**config.mk**
```make
export PLATFORM = sky130hd
export DESIGN_NAME = iir_filter_direct_form_one_flat
export DESIGN_NICKNAME = d
export VERILOG_FILES = /design/src/sv/iirf_pkg.sv /design/src/sv/iirf_in_if.sv /design/src/sv/iirf_out_if.sv /design/src/sv/iir_filter_direct_form_one.sv /design/src/sv/iirf_tap_cell.sv /design/src/sv/iirf_coef_regs.sv /design/src/flat_wrapper.sv
export VERILOG_INCLUDE_DIRS = /design/src /design/src/sv
export SDC_FILE = /design/constraint.sdc
export NUM_CORES = 2
export LEC_CHECK = 0
export BUFFER_PORTS_ARGS = -buffer_cell sky130_fd_sc_hd__buf_2
export CORE_MARGIN = 2
export CORE_UTILIZATION = 30
export DETAILED_ROUTE_END_ITERATION = 6
export PLACE_DENSITY_LB_ADDON = 0.05
export SYNTH_ARGS = -nofsm -noshare
export SYNTH_HDL_FRONTEND = slang
export SYNTH_SLANG_ARGS = --single-unit
```
**constraint.sdc**
```tcl
create_clock -name clk -period 18.2 [get_ports clk]
set_clock_uncertainty 0.15 [all_clocks]
set_input_delay 0 -clock clk [delete_from_list [all_inputs] [get_ports clk]]
set_output_delay 0 -clock clk [all_outputs]
set_load 0.02 [all_outputs]
```
**src/sv/iir_filter_direct_form_one_macros.svh**
```systemverilog
// ----------------------------------------------------------------------------
// iir filter assertion macros
// concurrent assertion shorthands, compiled out with NO_ASSERTIONS
// ----------------------------------------------------------------------------
`ifndef IIR_FILTER_DIRECT_FORM_ONE_MACROS_SVH
`define IIR_FILTER_DIRECT_FORM_ONE_MACROS_SVH

`ifndef NO_ASSERTIONS
// same-cycle implication
`define IIRF_ASSERT_IMP(lbl, ck, rn, ante, cons) \
	lbl: assert property (@(posedge ck) disable iff (!rn) (ante) |-> (cons)) \
		else $error("iirf assertion failed");
// next-cycle implication
`define IIRF_ASSERT_NXT(lbl, ck, rn, ante, cons) \
	lbl: assert property (@(posedge ck) disable iff (!rn) (ante) |=> (cons)) \
		else $error("iirf assertion failed");
`else
`define IIRF_ASSERT_IMP(lbl, ck, rn, ante, cons)
`define IIRF_ASSERT_NXT(lbl, ck, rn, ante, cons)
`endif

`endif

```
**src/sv/iirf_pkg.sv**
```systemverilog
// ----------------------------------------------------------------------------
// iir filter package
// widths, register codes and coefficient bundle for the biquad filter
// ----------------------------------------------------------------------------
`timescale 1ns / 1ps
`default_nettype none

package iirf_pkg;

	localparam int SAMPLE_W     = 16;
	localparam int COEF_W       = 18;
	localparam int FRAC_W       = 14;
	localparam int PROD_W       = SAMPLE_W + COEF_W;
	localparam int FF_W         = PROD_W + 2;
	localparam int ACC_W        = PROD_W + 3;
	localparam int ADDR_W       = 5;
	localparam int DATA_W       = 32;
	localparam int TAPS_DEFAULT = 3;

	localparam logic signed [COEF_W-1:0]   COEF_UNITY = 18'sd16384;
	localparam logic signed [SAMPLE_W-1:0] SAMPLE_MAX = 16'sh7fff;
	localparam logic signed [SAMPLE_W-1:0] SAMPLE_MIN = 16'sh8000;

	// register index, byte address is 4 * index
	typedef enum logic [2:0] {
		REG_FF0,
		REG_FF1,
		REG_FF2,
		REG_FB1,
		REG_FB2
	} reg_idx_t;

	typedef struct packed {
		logic signed [COEF_W-1:0] ff0;
		logic signed [COEF_W-1:0] ff1;
		logic signed [COEF_W-1:0] ff2;
		logic signed [COEF_W-1:0] fb1;
		logic signed [COEF_W-1:0] fb2;
	} coef_set_t;

endpackage

`default_nettype wire

```
**src/sv/iirf_in_if.sv**
```systemverilog
// ----------------------------------------------------------------------------
// iir filter input channel
// valid/ready channel carrying one input sample per word
// ----------------------------------------------------------------------------
`timescale 1ns / 1ps
`default_nettype none

interface iirf_in_if;
	logic                                 valid;
	logic                                 ready;
	logic signed [iirf_pkg::SAMPLE_W-1:0] sample_in;

	modport source (output valid, output sample_in, input ready);
	modport sink (input valid, input sample_in, output ready);
endinterface

`default_nettype wire

```
**src/sv/iirf_out_if.sv**
```systemverilog
// ----------------------------------------------------------------------------
// iir filter output channel
// valid/ready channel carrying one filtered sample and its clip flag per word
// ----------------------------------------------------------------------------
`timescale 1ns / 1ps
`default_nettype none

interface iirf_out_if;
	logic                                 valid;
	logic                                 ready;
	logic signed [iirf_pkg::SAMPLE_W-1:0] sample_out;
	logic                                 clipped;

	modport source (output valid, output sample_out, output clipped, input ready);
	modport sink (input valid, input sample_out, input clipped, output ready);
endinterface

`default_nettype wire

```
**src/sv/iir_filter_direct_form_one.sv**
```systemverilog
// ----------------------------------------------------------------------------
// iir filter, direct form one biquad
// second-order fixed-point iir filter with q3.14 coefficients
// ----------------------------------------------------------------------------
// usage
//  - sample_ch takes one signed 16-bit sample per word (valid/ready)
//  - result_ch gives the rounded, saturated output and a clip flag per word
//  - coefficients are written over the apb-style port while no word is in
//    flight: ff_coef_0..2 at 0x00..0x08, fb_coef_1..2 at 0x0c..0x10
//  - a word accepted on sample_ch shows on result_ch after a three-register
//    path: products, feedforward sum, output register
//  - throughput: one word per cycle while result_ch does not stall; the
//    feedback loop (two tap cells of the output chain, the subtract, round
//    and saturate) closes combinationally into the output register
//  - a stall on result_ch holds the output register; words keep being taken
//    until the two internal stages are full, then sample_ch drops ready
//  - reset clears all history to zero, ff_coef_0 to 1.0 and the rest to 0
// ----------------------------------------------------------------------------
`timescale 1ns / 1ps
`default_nettype none

`include "iir_filter_direct_form_one_macros.svh"

module iir_filter_direct_form_one #(
	parameter int TAPS = iirf_pkg::TAPS_DEFAULT
) (
	input  wire logic                          clk,
	input  wire logic                          arst_n,
	input  wire logic                          psel,
	input  wire logic                          penable,
	input  wire logic                          pwrite,
	input  wire logic [iirf_pkg::ADDR_W-1:0]   paddr,
	input  wire logic [iirf_pkg::DATA_W-1:0]   pwdata,
	output logic      [iirf_pkg::DATA_W-1:0]   prdata,
	output logic                               pready,
	iirf_in_if.sink                            sample_ch,
	iirf_out_if.source                         result_ch
);
	import iirf_pkg::*;

	localparam int Q_W = ACC_W - FRAC_W;
	localparam logic signed [Q_W-1:0]   Q_HI  = Q_W'(SAMPLE_MAX);
	localparam logic signed [Q_W-1:0]   Q_LO  = Q_W'(SAMPLE_MIN);
	localparam logic signed [ACC_W-1:0] RND_K = ACC_W'(1) <<< (FRAC_W - 1);

	// coefficient registers
	coef_set_t                coefs;
	logic signed [COEF_W-1:0] ff_coef_w [0:2];
	logic signed [COEF_W-1:0] fb_coef_w [1:2];

	iirf_coef_regs u_regs (
		.clk     (clk),
		.arst_n  (arst_n),
		.psel    (psel),
		.penable (penable),
		.pwrite  (pwrite),
		.paddr   (paddr),
		.pwdata  (pwdata),
		.prdata  (prdata),
		.pready  (pready),
		.coefs   (coefs)
	);

	assign ff_coef_w[0] = coefs.ff0;
	assign ff_coef_w[1] = coefs.ff1;
	assign ff_coef_w[2] = coefs.ff2;
	assign fb_coef_w[1] = coefs.fb1;
	assign fb_coef_w[2] = coefs.fb2;

	// handshake through the three stages
	logic valid_s1, valid_s2, valid_out_q;
	logic ready_s1, ready_s2, ready_out;
	logic in_acc, adv_out;

	assign ready_out = !valid_out_q || result_ch.ready;
	assign ready_s2  = !valid_s2 || ready_out;
	assign ready_s1  = !valid_s1 || ready_s2;
	assign in_acc    = sample_ch.valid && ready_s1;
	assign adv_out   = valid_s2 && ready_out;

	assign sample_ch.ready = ready_s1;

	// input delay chain: link k carries x[n-k], each cell multiplies its tap
	logic signed [SAMPLE_W-1:0] x_link [0:TAPS-1];
	logic signed [PROD_W-1:0]   x_prod [0:TAPS-1];

	assign x_link[0] = sample_ch.sample_in;
	assign x_prod[0] = PROD_W'(ff_coef_w[0]) * PROD_W'(sample_ch.sample_in);

	// output delay chain: link 0 is the new y, link k holds y[n-k]
	logic signed [SAMPLE_W-1:0] y_link [0:TAPS-1];
	logic signed [PROD_W-1:0]   y_prod [0:TAPS-1];
	logic signed [SAMPLE_W-1:0] y_w;
	logic                       clip_w;

	assign y_link[0] = y_w;
	assign y_prod[0] = '0;

	for (genvar k = 1; k < TAPS; k++) begin : g_taps
		iirf_tap_cell u_x_cell (
			.clk         (clk),
			.arst_n      (arst_n),
			.shift_en    (in_acc),
			.prev_sample (x_link[k-1]),
			.coef        (ff_coef_w[k]),
			.held        (x_link[k]),
			.prod        (x_prod[k])
		);

		iirf_tap_cell u_y_cell (
			.clk         (clk),
			.arst_n      (arst_n),
			.shift_en    (adv_out),
			.prev_sample (y_link[k-1]),
			.coef        (fb_coef_w[k]),
			.held        (y_link[k]),
			.prod        (y_prod[k])
		);
	end

	// stage 1: registered feedforward products
	logic signed [PROD_W-1:0] prod_s1 [0:TAPS-1];

	always_ff @(posedge clk) begin
		if (in_acc) begin
			prod_s1 <= x_prod;
		end
	end

	// stage 2: feedforward sum
	logic signed [FF_W-1:0] ff_sum_w;
	logic signed [FF_W-1:0] ff_s2;

	always_comb begin
		ff_sum_w = '0;
		for (int k = 0; k < TAPS; k++) begin
			ff_sum_w = ff_sum_w + FF_W'(prod_s1[k]);
		end
	end

	always_ff @(posedge clk) begin
		if (valid_s1 && ready_s2) begin
			ff_s2 <= ff_sum_w;
		end
	end

	// feedback, round half up and saturate
	logic signed [ACC_W-1:0] acc_w;
	logic signed [ACC_W-1:0] rnd_w;
	logic signed [Q_W-1:0]   q_w;

	always_comb begin
		acc_w = ACC_W'(ff_s2);
		for (int k = 1; k < TAPS; k++) begin
			acc_w = acc_w - ACC_W'(y_prod[k]);
		end
		rnd_w = acc_w + RND_K;
		q_w   = rnd_w[ACC_W-1:FRAC_W];
		if (q_w > Q_HI) begin
			y_w    = SAMPLE_MAX;
			clip_w = 1'b1;
		end else if (q_w < Q_LO) begin
			y_w    = SAMPLE_MIN;
			clip_w = 1'b1;
		end else begin
			y_w    = q_w[SAMPLE_W-1:0];
			clip_w = 1'b0;
		end
	end

	// output register
	logic signed [SAMPLE_W-1:0] sample_out_q;
	logic                       clipped_q;

	always_ff @(posedge clk) begin
		if (adv_out) begin
			sample_out_q <= y_w;
			clipped_q    <= clip_w;
		end
	end

	// stage valids
	always_ff @(posedge clk or negedge arst_n) begin
		if (!arst_n) begin
			valid_s1    <= 1'b0;
			valid_s2    <= 1'b0;
			valid_out_q <= 1'b0;
		end else begin
			if (ready_s1) begin
				valid_s1 <= sample_ch.valid;
			end
			if (ready_s2) begin
				valid_s2 <= valid_s1;
			end
			if (ready_out) begin
				valid_out_q <= valid_s2;
			end
		end
	end

	assign result_ch.valid      = valid_out_q;
	assign result_ch.sample_out = sample_out_q;
	assign result_ch.clipped    = clipped_q;

	// assertions
	`IIRF_ASSERT_IMP(a_clip_on_rail, clk, arst_n, valid_out_q && clipped_q,
		sample_out_q == SAMPLE_MAX || sample_out_q == SAMPLE_MIN)

	if (TAPS > 1) begin : g_hist_checks
		`IIRF_ASSERT_IMP(a_y_hist_head, clk, arst_n, valid_out_q, y_link[1] == sample_out_q)
		`IIRF_ASSERT_NXT(a_x_hist_head, clk, arst_n, in_acc,
			x_link[1] == $past(sample_ch.sample_in))
	end

endmodule

`default_nettype wire

```
**src/sv/iirf_tap_cell.sv**
```systemverilog
// ----------------------------------------------------------------------------
// iir filter tap cell
// one history register of a delay chain and its coefficient product
// ----------------------------------------------------------------------------
`timescale 1ns / 1ps
`default_nettype none

module iirf_tap_cell (
	input  wire logic                                 clk,
	input  wire logic                                 arst_n,
	input  wire logic                                 shift_en,
	input  wire logic signed [iirf_pkg::SAMPLE_W-1:0] prev_sample,
	input  wire logic signed [iirf_pkg::COEF_W-1:0]   coef,
	output logic signed [iirf_pkg::SAMPLE_W-1:0]      held,
	output logic signed [iirf_pkg::PROD_W-1:0]        prod
);
	import iirf_pkg::*;

	logic signed [SAMPLE_W-1:0] held_q;

	always_ff @(posedge clk or negedge arst_n) begin
		if (!arst_n) begin
			held_q <= '0;
		end else if (shift_en) begin
			held_q <= prev_sample;
		end
	end

	assign held = held_q;
	assign prod = PROD_W'(coef) * PROD_W'(held_q);

endmodule

`default_nettype wire

```
**src/sv/iirf_coef_regs.sv**
```systemverilog
// ----------------------------------------------------------------------------
// iir filter coefficient registers
// apb-style register file holding the five q3.14 coefficients
// ----------------------------------------------------------------------------
`timescale 1ns / 1ps
`default_nettype none

module iirf_coef_regs (
	input  wire logic                               clk,
	input  wire logic                               arst_n,
	input  wire logic                               psel,
	input  wire logic                               penable,
	input  wire logic                               pwrite,
	input  wire logic [iirf_pkg::ADDR_W-1:0]        paddr,
	input  wire logic [iirf_pkg::DATA_W-1:0]        pwdata,
	output logic      [iirf_pkg::DATA_W-1:0]        prdata,
	output logic                                    pready,
	output iirf_pkg::coef_set_t                     coefs
);
	import iirf_pkg::*;

	coef_set_t                coef_q;
	reg_idx_t                 idx_w;
	logic                     wr_w;
	logic signed [COEF_W-1:0] wval_w;

	assign idx_w  = reg_idx_t'(paddr[ADDR_W-1:2]);
	assign wr_w   = psel && penable && pwrite;
	assign wval_w = pwdata[COEF_W-1:0];
	assign pready = 1'b1;

	always_ff @(posedge clk or negedge arst_n) begin
		if (!arst_n) begin
			// unity pass-through: ff0 at 1.0, all other taps off
			coef_q <= coef_set_t'{COEF_UNITY, '0, '0, '0, '0};
		end else if (wr_w) begin
			unique case (idx_w)
				REG_FF0: coef_q.ff0 <= wval_w;
				REG_FF1: coef_q.ff1 <= wval_w;
				REG_FF2: coef_q.ff2 <= wval_w;
				REG_FB1: coef_q.fb1 <= wval_w;
				REG_FB2: coef_q.fb2 <= wval_w;
				default: ;
			endcase
		end
	end

	// reads return the coefficient sign-extended
	always_comb begin
		unique case (idx_w)
			REG_FF0: prdata = DATA_W'(coef_q.ff0);
			REG_FF1: prdata = DATA_W'(coef_q.ff1);
			REG_FF2: prdata = DATA_W'(coef_q.ff2);
			REG_FB1: prdata = DATA_W'(coef_q.fb1);
			REG_FB2: prdata = DATA_W'(coef_q.fb2);
			default: prdata = '0;
		endcase
	end

	assign coefs = coef_q;

endmodule

`default_nettype wire
```
**src/flat_wrapper.sv**
```systemverilog
// flat-port wrapper written by rule: the top's interface ports become plain ports
module iir_filter_direct_form_one_flat import iirf_pkg::*;
#(
	parameter int TAPS = iirf_pkg::TAPS_DEFAULT
)
  (clk, arst_n, psel, penable, pwrite, paddr, pwdata, prdata, pready, sample_ch_valid, sample_ch_sample_in, sample_ch_ready, result_ch_valid, result_ch_sample_out, result_ch_clipped, result_ch_ready);
  iirf_in_if sample_ch_i ();
  iirf_out_if result_ch_i ();
  input  wire logic clk;
  input  wire logic arst_n;
  input  wire logic psel;
  input  wire logic penable;
  input  wire logic pwrite;
  input  wire logic [iirf_pkg::ADDR_W-1:0] paddr;
  input  wire logic [iirf_pkg::DATA_W-1:0] pwdata;
  output logic      [iirf_pkg::DATA_W-1:0] prdata;
  output logic pready;
  input wire logic [$bits(sample_ch_i.valid)-1:0] sample_ch_valid;
  input wire logic [$bits(sample_ch_i.sample_in)-1:0] sample_ch_sample_in;
  output wire logic [$bits(sample_ch_i.ready)-1:0] sample_ch_ready;
  output wire logic [$bits(result_ch_i.valid)-1:0] result_ch_valid;
  output wire logic [$bits(result_ch_i.sample_out)-1:0] result_ch_sample_out;
  output wire logic [$bits(result_ch_i.clipped)-1:0] result_ch_clipped;
  input wire logic [$bits(result_ch_i.ready)-1:0] result_ch_ready;
  assign sample_ch_i.valid = sample_ch_valid;
  assign sample_ch_i.sample_in = sample_ch_sample_in;
  assign sample_ch_ready = sample_ch_i.ready;
  assign result_ch_valid = result_ch_i.valid;
  assign result_ch_sample_out = result_ch_i.sample_out;
  assign result_ch_clipped = result_ch_i.clipped;
  assign result_ch_i.ready = result_ch_ready;
  iir_filter_direct_form_one #(.TAPS(TAPS)) u_core (.clk(clk), .arst_n(arst_n), .psel(psel), .penable(penable), .pwrite(pwrite), .paddr(paddr), .pwdata(pwdata), .prdata(prdata), .pready(pready), .sample_ch(sample_ch_i), .result_ch(result_ch_i));
endmodule
```
# Word-level counts from Yosys, hierarchy flattened
# Index checks and enable logic that the tools add are counted.
[totals] output_inout_bits=52 input_bits=60 register_bits=312
[op_classes] n_reduce_logical=17 multipliers=5 addsub=5 n_lt_le_gt_ge=2 eq_ne=4 mux=4
[ops] op="18-bit by 16-bit multiplier with 34-bit output" n=5
[ops] op="32-bit case mux with 5 select lines" n=1
[ops] op="37-bit by 15-bit adder with 37-bit output, second input constant" n=1
[ops] op="36-bit by 34-bit subtractor with 37-bit output" n=1
[ops] op="37-bit by 34-bit subtractor with 37-bit output" n=1
[ops] op="35-bit by 34-bit adder with 36-bit output" n=1
[ops] op="34-bit by 34-bit adder with 35-bit output" n=1
[ops] op="16-bit 2-to-1 mux" n=2
[ops] op="23-bit by 16-bit greater-than comparator with 1-bit output, second input constant" n=1
[ops] op="23-bit by 16-bit less-than comparator with 1-bit output, second input constant" n=1
[ops] op="2-bit AND reduction" n=5
[ops] op="3-bit by 2-bit equality test with 1-bit output, second input constant" n=2
[ops] op="1-bit logical AND" n=5
[ops] op="3-bit by 1-bit equality test with 1-bit output, second input constant" n=1
[ops] op="3-bit equality test, second input constant" n=1
[ops] op="1-bit zero test" n=3
[ops] op="3-bit zero test" n=1
[ops] op="1-bit logical OR" n=3
[ops] op="1-bit 2-to-1 mux" n=1

# Logic depth before layout (Yosys ltp)
[logic_depth] depth_word=7 mapped_depth=31 ltp_nobuf=28

# Hierarchy
# A second synthesis with hierarchy kept.
[hier_totals] hier_cells=7554 hier_area_um2=72418.2
[by_module_without_submodules] module="iirf_tap_cell (u_core.g_taps[1].u_x_cell ...)" cells_per_inst=1277 area_each_um2=11583.6 instances=2
[by_module_without_submodules] module="iir_filter_direct_form_one" cells_per_inst=2098 area_each_um2=21603.2 instances=1
[by_module_without_submodules] module="iirf_tap_cell (u_core.g_taps[2].u_x_cell)" cells_per_inst=1312 area_each_um2=11793.8 instances=1
[by_module_without_submodules] module="iirf_tap_cell (u_core.g_taps[2].u_y_cell)" cells_per_inst=1286 area_each_um2=11607.4 instances=1
[by_module_without_submodules] module="iirf_coef_regs" cells_per_inst=304 area_each_um2=4246.6 instances=1

# Least setup slack after synthesis
# Ideal clock, no wire load.
[synth_timing] kind="register to register" startpoint="register u_core.g_taps[2].u_y_cell.held_q[0]" endpoint="register u_core.clipped_q (netlist: u_core.result_ch.clipped), data pin" slack_ps=9955 period_less_slack_ps=8245 stages_incl_launch_ff=29 setup_ps=259 arrival_ps=7836 required_time_ps=17791 cell_sequence="dfrtp_1 clkbuf_1 clkbuf_1 nand2_1 ha_1 fa_1 inv_1 fa_1 fa_1 fa_1 inv_1 fa_1 fa_1 inv_1 fa_1 inv_1 ha_1 a21o_1 a21o_1 a211oi_1 nand3_1 a41o_2 a21oi_2 o2111ai_2 a2111o_1 nand3_4 a31oi_4 buf_6 o21bai_1"
[synth_via] elab_chain_cells=5 elab_cells_between_ends=6 classes_between="add/sub: 2; mul: 1; order compare: 2; mux: 1"
[synth_rtl] item="start, declared" line="iirf_tap_cell.sv:19" rtl="logic signed [SAMPLE_W-1:0] held_q;"
[synth_rtl] item="start signal, assigned" line="iirf_tap_cell.sv:25" rtl="held_q <= prev_sample;"
[synth_rtl] item="18-bit by 16-bit multiplier with 34-bit output (*)" line="iirf_tap_cell.sv:30" rtl="assign prod = PROD_W'(coef) * PROD_W'(held_q);"
[synth_rtl] item="37-bit by 34-bit subtractor with 37-bit output (*)" line="iir_filter_direct_form_one.sv:155" rtl="acc_w = acc_w - ACC_W'(y_prod[k]);"
[synth_rtl] item="37-bit by 15-bit adder with 37-bit output (*)" line="iir_filter_direct_form_one.sv:157" rtl="rnd_w = acc_w + RND_K;"
[synth_rtl] item="23-bit by 16-bit less-than comparator with 1-bit output" line="iir_filter_direct_form_one.sv:162" rtl="end else if (q_w < Q_LO) begin"
[synth_rtl] item="1-bit 2-to-1 mux" line="iir_filter_direct_form_one.sv:162"
[synth_rtl] item="end signal, assigned" line="iir_filter_direct_form_one.sv:178" rtl="clipped_q <= clip_w;"
[synth_rtl] item="end, declared" line="iir_filter_direct_form_one.sv:173" rtl="logic clipped_q;"
# Mark *: on every way between the ends. The rest lies on a longest branch, timed or not.
# A chain may end at the register's enable or synchronous reset.

# Final worst setup path
[layout_timing] startpoint="register u_core.g_taps[2].u_y_cell.held_q[0]" endpoint="register u_core.sample_out_q[2] (netlist: u_core.result_ch.sample_out[2]), data pin"
[layout_via] elab_chain_cells=6 elab_cells_between_ends=7 classes_between="add/sub: 2; mul: 1; order compare: 2; mux: 2"
[layout_rtl] item="18-bit by 16-bit multiplier with 34-bit output (*)" line="iirf_tap_cell.sv:30"
[layout_rtl] item="37-bit by 34-bit subtractor with 37-bit output (*)" line="iir_filter_direct_form_one.sv:155"
[layout_rtl] item="37-bit by 15-bit adder with 37-bit output (*)" line="iir_filter_direct_form_one.sv:157"
[layout_rtl] item="23-bit by 16-bit less-than comparator with 1-bit output" line="iir_filter_direct_form_one.sv:162"
[layout_rtl] item="16-bit 2-to-1 mux" line="iir_filter_direct_form_one.sv:162"
[layout_rtl] item="16-bit 2-to-1 mux (*)" line="iir_filter_direct_form_one.sv:159" rtl="if (q_w > Q_HI) begin"
[layout_rtl] item="net u_core.g_taps[1].u_y_cell.prev_sample (one bit)" line="iirf_tap_cell.sv:12" rtl="input wire logic signed [iirf_pkg::SAMPLE_W-1:0] prev_sample,"
[layout_rtl] item="end signal, assigned" line="iir_filter_direct_form_one.sv:177" rtl="sample_out_q <= y_w;"
[layout_rtl] item="end, declared" line="iir_filter_direct_form_one.sv:172" rtl="logic signed [SAMPLE_W-1:0] sample_out_q;"
# The timed path passes the listed nets; every way through them passes the cells marked *.

==> impl_results.md <==
* Clock tree from TritonCTS: built
* Number of flops mapped to enable cells by yosys at 155
* Remaining Overflow, GRT at 0
* Average instance area after synthesis at 9.95 um2
* Crit path launch: u_core.g_taps[2].u_y_cell.held[0]
* Number of warnings issued by yosys at 0
* Clock sink total at 312
* GRT Overall Usage at around a fifth
* Maximum operating frequency at around 100 MHz
* Total half-perimeter wirelength after legalization and detailed placement at 177000 um
* Weighted congestion reported at the end of routability-driven placement at 0.830
* Initial antenna violation count at 14
* Final-layout setup total negative slack at 0 ns
* Clock latency at the later pin of the worst-skew pair at 0.67 ns
* Buffer cell driving the clock tree root: sky130_fd_sc_hd__clkbuf_16
* Iteration-0 DRC count of the detailed router at roughly 1800
* Count of TritonRoute iterations in the first routing pass at 5
* Height of the die at slightly below 500 um
* Antenna Violating Nets Remaining at 0
* Clock buffers created by TritonCTS at 45
* Clock-pin slew of the registers on the worst-case setup and hold paths at 0.06 ns
* Data required time at the worst endpoint at 18.42 ns
* Cells after DPL at 9903
* Asr flop ratio synth at 50.3%
* Most instantiated cells after synthesis: sky130_fd_sc_hd__inv_1 (1716), sky130_fd_sc_hd__fa_1 (1616), sky130_fd_sc_hd__nand2_1 (872)
* Flip-flop and latch count after synthesis at 312
* Final period util at 53.5%
* Data arrival at the endpoint of the critical path at 9.95 ns
* Buffers inserted during post-CTS setup optimization at 0
* First-pass GRT wire length at roughly 330000 um
* Vias in the first global route at 52200
* Filler Cells Inserted at 24100
* Hold slack at 0.0649 ns
* Final Net Count at 9111
* Area inside the core boundary at 230000 um2
* Count of port buffers added during placement at 94
* Portion of the post-synthesis area used by sequential elements at 12.4%
* Number of hold violations in the final report at 0
* Cell Count, Final, Fillers Out at around 10000
* Library cell with the highest instance count after synthesis: sky130_fd_sc_hd__inv_1
* Die Span X at 485 um
* Initial core utilization at 30.2%
* Netlist area before placement at 69400 um2
* Hold wc startpoint: pwdata[16]
* Largest fanout on the critical path at 31
* Die area at 235000 um2
* Slowest library cell on the worst path: sky130_fd_sc_hd__dfrtp_1
* Main flop type after synthesis: sky130_fd_sc_hd__dfrtp_1
* Pin count of the biggest net entering global routing at 62
* Count of buffering cells on the critical path with inverters included at 4
* Final setup fails at 0
* H-tree depth at 2
* Total stage count of the critical path at 25
* Kind of start point of the critical path: flip-flop
* Depth of the worst hold-timing path at 3
* Vias after detailed routing at 45200
* Area fraction of the dominant cell type after synthesis at 46.6%
* Area growth, synth to finish at 8.45%
* Element type at the critical path end: flip-flop
* Crit Path Class: flip-flop to flip-flop
* Fin. max-slew vios at 0
* Type of the most critical hold path: input port to flip-flop
* Max incr delay on CP at slightly above 0.8 ns
* Kind of cell adding the most delay to the critical path: adder cells
* Cells after Synth at 6973
* Worst slew margin relative to its limit at ~11%
* Post-synthesis net count at 9119
* Number of I/O pins at 112
* Setup repair after global routing missed its margin: no
* Worst reg-to-reg path cell count at 25
* Area contributors post-synth: sky130_fd_sc_hd__fa_1 (47%), sky130_fd_sc_hd__inv_1 (9.3%), sky130_fd_sc_hd__ha_1 (8.5%)
* Biggest area consumer among synthesized cells: sky130_fd_sc_hd__fa_1
* Fraction of layout cells with a size suffix above 1 at 6.56%
* Row count at 176
* Routed length per placed instance at 21.0 um
* Run status: complete, no violations
* DRC viols at 0
* Routed vias/inst at 4.50
* Clock tree buffer depth at 3
* Worst flop-to-flop path startpoint: u_core.g_taps[2].u_y_cell.held[0]
* Post-layout min period at around 9.7 ns
* Library cells used by synthesis at between 70 and 80
* Total Routed Length at around 210000 um
* Max-capacitance violation count at 0
* Actual slew at the worst max-slew pin at 1.31 ns
* Crit-path most repeated cell: sky130_fd_sc_hd__fa_1
[registers in the layout (all words and copies together), names as in the netlist]
name and flops:
u_core.valid_s1 1, u_core.result_ch.clipped 1, u_core.ff_s2 36, u_core.result_ch.valid 1, u_core.valid_s2 1, u_core.g_taps.u_x_cell.held 32, u_core.g_taps.u_y_cell.held 32, u_core.result_ch.sample_out 16
u_core.u_regs.coefs 90, u_core.prod_s1 102
[path summary, 6_finish.rpt]
kind,slack (ns),end
max,8.46,u_core.result_ch.sample_out[2]
min,0.06,u_core.u_regs.coefs[70]
max reg2reg,8.46,u_core.result_ch.sample_out[2]
min reg2reg,0.33,u_core.valid_s2
max in group asynchronous,16.66,u_core.valid_s2
min in group asynchronous,0.46,u_core.g_taps[1].u_y_cell.held[10]
[layer usage]
layer | track usage (%) | wire length (um)
met4 | 4.23 | 5350
met1 | 25.2 | 97700
met3 | 1.18 | 4200
met5 | 0 | 0
met2 | 32.5 | 104000
[worst register-to-register path: stages (launching register included)]
cell,delay (ns)
sky130_fd_sc_hd__dfrtp_1,0.83
sky130_fd_sc_hd__nand2_1,0.73
sky130_fd_sc_hd__ha_1,0.56
sky130_fd_sc_hd__fa_1,0.51
sky130_fd_sc_hd__inv_1,0.06
sky130_fd_sc_hd__fa_1,0.53
sky130_fd_sc_hd__fa_1,0.53
sky130_fd_sc_hd__fa_1,0.52
sky130_fd_sc_hd__inv_1,0.06
sky130_fd_sc_hd__fa_1,0.49
sky130_fd_sc_hd__fa_1,0.49
sky130_fd_sc_hd__inv_1,0.05
sky130_fd_sc_hd__fa_1,0.47
sky130_fd_sc_hd__inv_1,0.05
sky130_fd_sc_hd__ha_1,0.33
sky130_fd_sc_hd__a21o_1,0.20
sky130_fd_sc_hd__a21o_1,0.18
sky130_fd_sc_hd__a211oi_1,0.22
sky130_fd_sc_hd__nand3_1,0.23
sky130_fd_sc_hd__a41oi_1,0.54
sky130_fd_sc_hd__o21ai_2,0.19
sky130_fd_sc_hd__a21oi_1,0.28
sky130_fd_sc_hd__a21oi_1,0.12
sky130_fd_sc_hd__a21boi_2,0.23
sky130_fd_sc_hd__a31oi_4,0.73
sky130_fd_sc_hd__o21ai_1,0.19
[cell families (layout without fill, tap and decap cells)]
family	after synthesis	count (layout)	synth area share, %
other	1	13	0.00540
DFF	312	312	12.4
muxes	139	139	2.25
AOI/OAI and AO/OA	435	435	4.27
and+or+nand+nor	1807	1807	12.8
buffers and inverters	2023	2052	11.1
adders and majority gates	2086	2086	55.1
xor gates and xnor gates	170	170	2.15
[through the flow]
stage               worst slack (ns)  util [%]  area (um2)
floorplan                       9.96         -       69400
global placement                8.25      31.9       73300
detailed placement              8.24      31.9       73300
CTS                             8.23      32.7       75200
global route                    7.76      32.7       75200
finish                          8.46      32.7       75300
[placed cells by master, fill, tap and decap left out, drive strengths merged, types with 19 or more instances in the layout]
master / synthesis / final
a21o: 55 / 55
a21oi: 91 / 91
a22oi: 37 / 37
a31oi: 23 / 23
and2: 610 / 610
buf: 27 / 211
clkbuf: 280 / 56
clkinv: 0 / 19
dfrtp: 156 / 156
dlygate4sd3: 0 / 40
edfxtp: 155 / 155
fa: 1616 / 1616
ha: 470 / 470
inv: 1716 / 1718
mux2: 137 / 137
nand2: 873 / 873
nand2b: 95 / 95
nand3: 34 / 34
nor2: 81 / 81
nor2b: 32 / 32
nor3: 33 / 33
o211ai: 23 / 23
o21a: 22 / 22
o21ai: 71 / 71
o21bai: 21 / 21
o22ai: 22 / 22
xnor2: 130 / 130
xor2: 40 / 40
[area by class of cell]
cell class	count	area, um2	area share [%]
inverter	1716	6440	8.56
timing repair buffer	252	1790	2.37
multi-input combinational	4638	53100	70.6
sequential	312	8580	11.4
tap	3026	3790	5.03
antenna	12	30.0	0.0399
clock inverter	29	294	0.391
clock buffer	55	1180	1.57
[repair_timing]
item	CTS	global route
gates resized for setup	0	0
endpoints found under the hold margin	197	0
hold buffers	41	0
Power is not shown: default switching activity piles up to over one toggle a cycle in this logic, so the estimate is an artifact.
